## config.mk

```make
export PLATFORM = sky130hd
export DESIGN_NAME = button_press_qualifier
export DESIGN_NICKNAME = d
export VERILOG_FILES = /design/src/bpq_pkg.sv /design/src/bpq_lane.sv /design/src/bpq_drain.sv /design/src/button_press_qualifier.sv
export SDC_FILE = /design/constraint.sdc
export NUM_CORES = 2
export LEC_CHECK = 0
export CELL_PAD_IN_SITES_DETAIL_PLACEMENT = 0
export CELL_PAD_IN_SITES_GLOBAL_PLACEMENT = 1
export CORE_ASPECT_RATIO = 0.9
export CORE_MARGIN = 3
export CORE_UTILIZATION = 30
export CTS_BUF_LIST = sky130_fd_sc_hd__clkbuf_4 sky130_fd_sc_hd__clkbuf_8
export DETAILED_ROUTE_END_ITERATION = 10
export DONT_BUFFER_PORTS = 1
export PLACE_DENSITY_LB_ADDON = 0.1
export SETUP_SLACK_MARGIN = 0.4
export SYNTH_ARGS = -nofsm -noshare
export SYNTH_HDL_FRONTEND = slang
export SYNTH_SLANG_ARGS = --single-unit
```

## constraint.sdc

```tcl
create_clock -name clk -period 8.7 [get_ports clk]
set_input_delay 0 -clock clk [delete_from_list [all_inputs] [get_ports clk]]
set_output_delay 0 -clock clk [all_outputs]
set_load 0.02 [all_outputs]
```

## src/bpq_pkg.sv

```systemverilog
package bpq_pkg;

  localparam int NUM_BUTTONS = 8;
  localparam int TIMER_WIDTH = 16;
  localparam int INDEX_WIDTH = (NUM_BUTTONS > 1) ? $clog2(NUM_BUTTONS) : 1;
  localparam int DATA_WIDTH = (TIMER_WIDTH > NUM_BUTTONS) ? TIMER_WIDTH : NUM_BUTTONS;
  localparam int REG_INDEX_WIDTH = 3;

  typedef logic [TIMER_WIDTH-1:0] timer_t;
  typedef logic [NUM_BUTTONS-1:0] button_mask_t;

  localparam button_mask_t ENABLED_MASK_RESET = '1;
  localparam button_mask_t REPEAT_MASK_RESET = NUM_BUTTONS'(48);
  localparam timer_t EDGE_DEBOUNCE_RESET = TIMER_WIDTH'(50);
  localparam timer_t SETTLE_RESET = TIMER_WIDTH'(20);
  localparam timer_t LONG_PRESS_RESET = TIMER_WIDTH'(600);
  localparam timer_t REPEAT_TICKS_RESET = TIMER_WIDTH'(150);

  typedef enum logic [REG_INDEX_WIDTH-1:0] {
    REG_ENABLED_MASK        = 3'd0,
    REG_REPEAT_MASK         = 3'd1,
    REG_EDGE_DEBOUNCE_TICKS = 3'd2,
    REG_SETTLE_TICKS        = 3'd3,
    REG_LONG_PRESS_TICKS    = 3'd4,
    REG_REPEAT_TICKS        = 3'd5
  } reg_index_t;

  typedef enum logic [1:0] {
    EV_PRESS   = 2'd0,
    EV_LONG    = 2'd1,
    EV_REPEAT  = 2'd2,
    EV_RELEASE = 2'd3
  } event_kind_t;

  typedef struct packed {
    timer_t edge_debounce_ticks;
    timer_t settle_ticks;
    timer_t long_press_ticks;
    timer_t repeat_ticks;
  } lane_cfg_t;

  typedef struct packed {
    logic        hit;
    event_kind_t kind;
  } lane_evt_t;

endpackage

```

## src/bpq_lane.sv

```systemverilog
module bpq_lane (
  input  logic                clk,
  input  logic                rst,
  input  logic                step,
  input  logic                level,
  input  logic                enabled,
  input  logic                repeat_on,
  input  bpq_pkg::lane_cfg_t  cfg,
  output bpq_pkg::lane_evt_t  evt
);

  typedef enum logic [3:0] {
    PH_IDLE   = 4'b0001,
    PH_SETTLE = 4'b0010,
    PH_LONG   = 4'b0100,
    PH_REPEAT = 4'b1000
  } phase_t;

  function automatic bpq_pkg::timer_t sat_inc(input bpq_pkg::timer_t v);
    return (&v) ? v : v + bpq_pkg::timer_t'(1);
  endfunction

  function automatic logic reached(input bpq_pkg::timer_t t, input bpq_pkg::timer_t lim);
    return (&t) || (t >= lim);
  endfunction

  phase_t                  phase;
  phase_t                  phase_next;
  bpq_pkg::timer_t         phase_timer;
  bpq_pkg::timer_t         phase_timer_next;
  bpq_pkg::timer_t         since_edge;
  bpq_pkg::timer_t         since_edge_next;
  logic                    previous_level;
  logic                    fell;
  logic                    hit;
  bpq_pkg::event_kind_t    kind;

  assign fell = previous_level && !level;

  always_comb begin
    since_edge_next = sat_inc(since_edge);
    phase_next = phase;
    phase_timer_next = phase_timer;
    hit = 1'b0;
    kind = bpq_pkg::EV_PRESS;
    if (!enabled) begin
      phase_next = PH_IDLE;
      phase_timer_next = '0;
    end else begin
      if (phase != PH_IDLE) begin
        phase_timer_next = sat_inc(phase_timer);
      end else if (fell && reached(since_edge_next, cfg.edge_debounce_ticks)) begin
        since_edge_next = '0;
        phase_next = PH_SETTLE;
        phase_timer_next = '0;
      end
      case (phase_next)
        PH_SETTLE: begin
          if (reached(phase_timer_next, cfg.settle_ticks)) begin
            phase_timer_next = '0;
            if (!level) begin
              hit = 1'b1;
              kind = bpq_pkg::EV_PRESS;
              phase_next = repeat_on ? PH_LONG : PH_IDLE;
            end else begin
              phase_next = PH_IDLE;
            end
          end
        end
        PH_LONG: begin
          if (level) begin
            phase_next = PH_IDLE;
            phase_timer_next = '0;
          end else if (reached(phase_timer_next, cfg.long_press_ticks)) begin
            hit = 1'b1;
            kind = bpq_pkg::EV_LONG;
            phase_next = PH_REPEAT;
            phase_timer_next = '0;
          end
        end
        PH_REPEAT: begin
          if (reached(phase_timer_next, cfg.repeat_ticks)) begin
            phase_timer_next = '0;
            hit = 1'b1;
            if (level) begin
              kind = bpq_pkg::EV_RELEASE;
              phase_next = PH_IDLE;
            end else begin
              kind = bpq_pkg::EV_REPEAT;
            end
          end
        end
        default: begin
        end
      endcase
    end
  end

  always_ff @(posedge clk) begin
    if (rst) begin
      phase <= PH_IDLE;
      phase_timer <= '0;
      since_edge <= '1;
      previous_level <= 1'b1;
    end else if (step) begin
      phase <= phase_next;
      phase_timer <= phase_timer_next;
      since_edge <= since_edge_next;
      previous_level <= level;
    end
  end

  assign evt.hit = hit;
  assign evt.kind = kind;

endmodule

```

## src/bpq_drain.sv

```systemverilog
module bpq_drain (
  input  logic                                           clk,
  input  logic                                           rst,
  input  logic                                           tick_valid,
  input  bpq_pkg::lane_evt_t [bpq_pkg::NUM_BUTTONS-1:0]  evts,
  output logic                                           tick_take,
  output logic                                           out_valid,
  input  logic                                           out_ready,
  output logic [bpq_pkg::INDEX_WIDTH-1:0]                button_index,
  output logic [1:0]                                     event_kind,
  output logic                                           last_of_tick
);

  bpq_pkg::button_mask_t                               pend_mask;
  bpq_pkg::button_mask_t                               pend_mask_next;
  bpq_pkg::event_kind_t [bpq_pkg::NUM_BUTTONS-1:0]     pend_kind;
  bpq_pkg::button_mask_t                               new_mask;
  bpq_pkg::button_mask_t                               rest;
  logic [bpq_pkg::INDEX_WIDTH-1:0]                     sel;
  logic                                                out_free;
  logic                                                pop;
  logic                                                can_load;

  always_comb begin
    for (int i = 0; i < bpq_pkg::NUM_BUTTONS; i++) begin
      new_mask[i] = evts[i].hit;
    end
  end

  always_comb begin
    sel = '0;
    for (int i = bpq_pkg::NUM_BUTTONS - 1; i >= 0; i--) begin
      if (pend_mask[i]) begin
        sel = bpq_pkg::INDEX_WIDTH'(i);
      end
    end
  end

  assign rest = pend_mask & ~(bpq_pkg::button_mask_t'(1) << sel);
  assign out_free = !out_valid || out_ready;
  assign pop = out_free && (|pend_mask);
  assign can_load = (pend_mask == '0) || (pop && (rest == '0));
  assign tick_take = tick_valid && can_load;

  always_comb begin
    pend_mask_next = pend_mask;
    if (tick_take) begin
      pend_mask_next = new_mask;
    end else if (pop) begin
      pend_mask_next = rest;
    end
  end

  always_ff @(posedge clk) begin
    if (rst) begin
      pend_mask <= '0;
      out_valid <= 1'b0;
    end else begin
      pend_mask <= pend_mask_next;
      if (pop) begin
        out_valid <= 1'b1;
      end else if (out_ready) begin
        out_valid <= 1'b0;
      end
    end
  end

  always_ff @(posedge clk) begin
    if (tick_take) begin
      for (int i = 0; i < bpq_pkg::NUM_BUTTONS; i++) begin
        pend_kind[i] <= evts[i].kind;
      end
    end
    if (pop) begin
      button_index <= sel;
      event_kind <= pend_kind[sel];
      last_of_tick <= (rest == '0);
    end
  end

endmodule

```

## src/button_press_qualifier.sv

```systemverilog
// Qualifies eight active-low buttons once per tick: debounced press, then for
// buttons in the repeat mask a long press, auto repeats and a release. Each
// accepted tick beat is registered, then evaluated by one qualifier lane per
// button once the drain can load it; its events drain one per cycle while
// out_ready allows from a pending-event register into the output register in
// increasing button order, with last_of_tick set on the final one. A tick
// with events holds off the next until its last event reaches the single
// output event port; a quiet tick stream is taken every cycle. Events pass the
// tick, pending-event and output registers. Configuration writes take effect at once.
module button_press_qualifier (
  input  logic                                    clk,
  input  logic                                    rst,
  input  logic                                    write_enable,
  input  logic [bpq_pkg::REG_INDEX_WIDTH-1:0]     reg_index,
  input  logic [bpq_pkg::DATA_WIDTH-1:0]          write_data,
  input  logic                                    in_valid,
  output logic                                    in_ready,
  input  logic [bpq_pkg::NUM_BUTTONS-1:0]         button_levels,
  output logic                                    out_valid,
  input  logic                                    out_ready,
  output logic [bpq_pkg::INDEX_WIDTH-1:0]         button_index,
  output logic [1:0]                              event_kind,
  output logic                                    last_of_tick
);

  bpq_pkg::button_mask_t                               enabled_mask;
  bpq_pkg::button_mask_t                               repeat_mask;
  bpq_pkg::lane_cfg_t                                  lane_cfg;
  bpq_pkg::button_mask_t                               in_levels;
  logic                                                in_full;
  logic                                                tick_take;
  bpq_pkg::lane_evt_t [bpq_pkg::NUM_BUTTONS-1:0]       evts;

  always_ff @(posedge clk) begin
    if (rst) begin
      enabled_mask <= bpq_pkg::ENABLED_MASK_RESET;
      repeat_mask <= bpq_pkg::REPEAT_MASK_RESET;
      lane_cfg.edge_debounce_ticks <= bpq_pkg::EDGE_DEBOUNCE_RESET;
      lane_cfg.settle_ticks <= bpq_pkg::SETTLE_RESET;
      lane_cfg.long_press_ticks <= bpq_pkg::LONG_PRESS_RESET;
      lane_cfg.repeat_ticks <= bpq_pkg::REPEAT_TICKS_RESET;
    end else if (write_enable) begin
      case (reg_index)
        bpq_pkg::REG_ENABLED_MASK:
          enabled_mask <= write_data[bpq_pkg::NUM_BUTTONS-1:0];
        bpq_pkg::REG_REPEAT_MASK:
          repeat_mask <= write_data[bpq_pkg::NUM_BUTTONS-1:0];
        bpq_pkg::REG_EDGE_DEBOUNCE_TICKS:
          lane_cfg.edge_debounce_ticks <= write_data[bpq_pkg::TIMER_WIDTH-1:0];
        bpq_pkg::REG_SETTLE_TICKS:
          lane_cfg.settle_ticks <= write_data[bpq_pkg::TIMER_WIDTH-1:0];
        bpq_pkg::REG_LONG_PRESS_TICKS:
          lane_cfg.long_press_ticks <= write_data[bpq_pkg::TIMER_WIDTH-1:0];
        bpq_pkg::REG_REPEAT_TICKS:
          lane_cfg.repeat_ticks <= write_data[bpq_pkg::TIMER_WIDTH-1:0];
        default: begin
        end
      endcase
    end
  end

  assign in_ready = !in_full || tick_take;

  always_ff @(posedge clk) begin
    if (rst) begin
      in_full <= 1'b0;
    end else if (in_valid && in_ready) begin
      in_full <= 1'b1;
    end else if (tick_take) begin
      in_full <= 1'b0;
    end
  end

  always_ff @(posedge clk) begin
    if (in_valid && in_ready) begin
      in_levels <= button_levels;
    end
  end

  for (genvar g = 0; g < bpq_pkg::NUM_BUTTONS; g++) begin : g_lane
    bpq_lane u_lane (
      .clk       (clk),
      .rst       (rst),
      .step      (tick_take),
      .level     (in_levels[g]),
      .enabled   (enabled_mask[g]),
      .repeat_on (repeat_mask[g]),
      .cfg       (lane_cfg),
      .evt       (evts[g])
    );
  end

  bpq_drain u_drain (
    .clk          (clk),
    .rst          (rst),
    .tick_valid   (in_full),
    .evts         (evts),
    .tick_take    (tick_take),
    .out_valid    (out_valid),
    .out_ready    (out_ready),
    .button_index (button_index),
    .event_kind   (event_kind),
    .last_of_tick (last_of_tick)
  );

`ifndef SYNTH
  a_take_needs_tick: assert property (@(posedge clk) disable iff (rst)
    tick_take |-> in_full)
    else $error("tick evaluated with no registered tick beat");

  a_tick_held: assert property (@(posedge clk) disable iff (rst)
    (in_full && !tick_take) |=> in_full)
    else $error("registered tick beat lost before evaluation");

  a_quiet_after_reset: assert property (@(posedge clk)
    $past(rst) |-> !out_valid)
    else $error("event beat presented right after reset");
`endif

endmodule

```

==> run_results.csv <==
group,metric,value,unit
grt,grtUsageTotal,0.239,
job,cap_violations,0,
synthesis,synth.distinct_cells,99,
synthesis,synth_top_family_by_area,"compound AO/OA/AOI/OAI gates",
critical_path,crit_path_start_kind,"flip-flop",
sta,fmax,0.131,GHz
hold_path,worst_hold_path_type,"primary input to flip-flop",
critical_path,crit_path_max_fanout,17,
synthesis,synth-xor-area-share,0.0269,
grt,grt_pass1_wl,231000,um
die,start_util,0.303,
synthesis,yosys-top-cells-area,"dfxtp_1 (21%), ha_1 (18%), nand2_1 (5.1%)",
die,die_h,338,um
pwr,p_leak,17.0,nW
clock_tree,cts_buffers,89,
sta,period_share,0.878,
drt,first_iter_violations,3109,
synthesis,postSynthCellCount,4621,
sta,min_period,7.64,ns
grt,antenna_found_initial,13,
sta,finalHoldWorstSlack,0.101,ns
pwr,power_density,155,nW/um^2
synthesis,syn-cell-area,36700,sq um
synthesis,yosysWarningCount,0,
sta,maxSlewViolCount,0,
synthesis,ys_seq_area_frac,0.235,
synthesis,syn_area_per_cell,7.95,sq um
grt,grt_overflow,0,
critical_path,worst_path_max_delay_cell,"a311oi_1",
place,hpwl,110000,um
sta,setup_viol,0,
place,place.gp.congestion,0.878,
synthesis,synth_mux_area_frac,0.0126,
synthesis,synth-edff-count,30,
drt,num_vias,36400,
sta,finalWorstSetupSlack,1.06,ns
critical_path,slowest_delay,0.66,ns
drt,drc_errors,0,
drt,routedWlPerCell,24.6,um
status,status,"complete, no violations",
clock_tree,cts.clk_slew.worst_paths,0.07,ns
critical_path,critPathArrivalTime,8.37,ns
clock_tree,clock_path_buffers,3,
die,die_x,375,um
sta,hold_viol_final,0,
critical_path,path_delay_family,"compound AO/OA/AOI/OAI gates",
synthesis,synthFlopType,"dfxtp_1",
synthesis,yosys.area.top_type,"dfxtp_1",
die,num_rows,121,
place,place_inst,6064,
die,io_pins,40,
sta,max-slew-margin-rel,0.217,
finish,final_util,0.340,
finish,most-common-layout-cells,"ha_1 (528), nand2_1 (500), dfxtp_1 (386)",
sta,fin_tns_setup,0,ns
critical_path,critical_path_class,"flip-flop to flip-flop",
grt,grt_pass1_vias,34100,
synthesis,ys_seq_elements,416,
grt,grt_start_max_net_pins,192,
clock_tree,tritoncts,"built",
critical_path,worst_path_most_repeated_cell,"ha_1",
finish,final-instance-count-excl-fill,6310,
synthesis,synth_compound_area_frac,0.269,
synthesis,synth_nets,5181,
place,port-buffer-count,0,
sta,skew,0.0339,ns
finish,fill_cells,12800,
finish,final_common_cell,"ha_1",
drt,drt_wl_total,155000,um
critical_path,cp_num_buf_inv,2,
die,core_area,121000,sq um
drt,firstDrtPassIters,5,
place,post-place-ws,0.961,ns
critical_path,worstPathRequired,9.43,ns
finish,num-nets-final,5186,
finish,syn2layout_area_growth,12.2,%
synthesis,synth-async-reset-ratio,0,
drt,ant_nets,0,
clock_tree,clock_latency,0.79,ns
clock_tree,cts_sinks,416,
clock_tree,cts_max_level,3,
sta,tightest_slew,1.17,ns
finish,design_area,41200,sq um
synthesis,synth_fa_ha_area_frac,0.180,
synthesis,synth_simple_gate_area_frac,0.234,
pwr,ir_worst_vdd,0.120,mV
finish,drive_above_1_share,0.0742,
critical_path,end_kind,"flip-flop",
synthesis,synth_top_area_share,0.210,
pwr,power,6.41,mW
sta,rsz0062_at_grt,"no",
clock_tree,cts_root_buf,"clkbuf_8",
die,die_area,127000,sq um
place,place_area,38500,sq um
drt,vias_per_cell,5.77,
==> worst paths after layout <==
| path | depth (start not counted) | startpoint | slack, ns | endpoint |
|---|---|---|---|---|
| min | 3 | reg_index[0] | 0.10 | lane_cfg[40] |
| min reg2reg | 2 | lane_cfg[27] | 0.45 | lane_cfg[27] |
| max reg2reg | 25 | g_lane[7].u_lane.since_edge[0] | 1.06 | g_lane[7].u_lane.phase_timer[4] |
| max | 25 | g_lane[7].u_lane.since_edge[0] | 1.06 | g_lane[7].u_lane.phase_timer[4] |
==> sequential cells by signal, summed over array words and instances (netlist names) <==
signal	flops
u_drain.button_index	3
lane_cfg	64
g_lane.u_lane.phase_timer	128
in_full	1
repeat_mask	8
g_lane.u_lane.previous_level	8
g_lane.u_lane.phase	32
u_drain.last_of_tick	1
u_drain.out_valid	1
u_drain.pend_kind	16
in_levels	8
u_drain.pend_mask	8
u_drain.event_kind	2
enabled_mask	8
g_lane.u_lane.since_edge	128
==> worst min-delay path: stages <==
cell	delay, ns
nand3_1	0.62
nand2_1	0.11
a21oi_1	0.12
==> logic make-up (layout without fill, tap and decap cells) <==
kind of cell / Yosys count / after routing
adder cells (fa/ha/maj): 529 / 529
multiplexers: 44 / 44
buffers and inverters: 400 / 480
AO/OA/AOI/OAI: 1426 / 1426
XOR/XNOR: 113 / 113
flip-flops: 416 / 416
other: 0 / 10
AND/OR/NAND/NOR: 1693 / 1693
==> cell usage after synthesis (all sizes together) (53+ instances only) <==
cell	n
and2	57
nand3	189
a31oi	64
and3	69
nand2b	67
a22o	94
o21ai	262
nor4	53
clkbuf	213
nor2	306
ha	528
dfxtp	386
nor3	82
a21o	140
nand4	125
o21a	55
inv	155
nand2	501
and4	53
a21oi	328
a221o	117
xnor2	66
==> routing by layer <==
layer  part of all wire  track usage  up-vias  wire length (um)
li1                   -            -    17700                 -
met1               0.50        0.352    17500             77600
met2               0.42        0.364     1017             65100
met3              0.061       0.0388      177              9460
met4              0.021       0.0508        4              3220
met5            0.00017            0        -                26
==> where the power goes <==
group | switching, mW | internal, mW | total, mW
logic | 1.11 | 0.644 | 1.76
clock network | 1.07 | 1.36 | 2.43
registers | 0.188 | 2.04 | 2.22
==> timing repair <==
action / CTS / global route
buffers inserted: 0 / 3
endpoints found under the setup margin: 0 / 11
hold buffers: 67 / 0
gates resized for setup: 0 / 1
endpoints found under the hold margin: 383 / 0
==> layout make-up <==
type                            count  area, sq um  share of cell area
Clock buffer                      141         1780              0.0431
Inverter                          155          582              0.0141
Timing Repair Buffer              159         1390              0.0337
Multi-Input combinational cell   3805        26600               0.646
Antenna cell                       10         25.0            0.000607
Sequential cell                   416         8630               0.209
Clock inverter                     25          196             0.00476
Tap cell                         1599         2000              0.0485
Power figures use the tool's default switching activity.
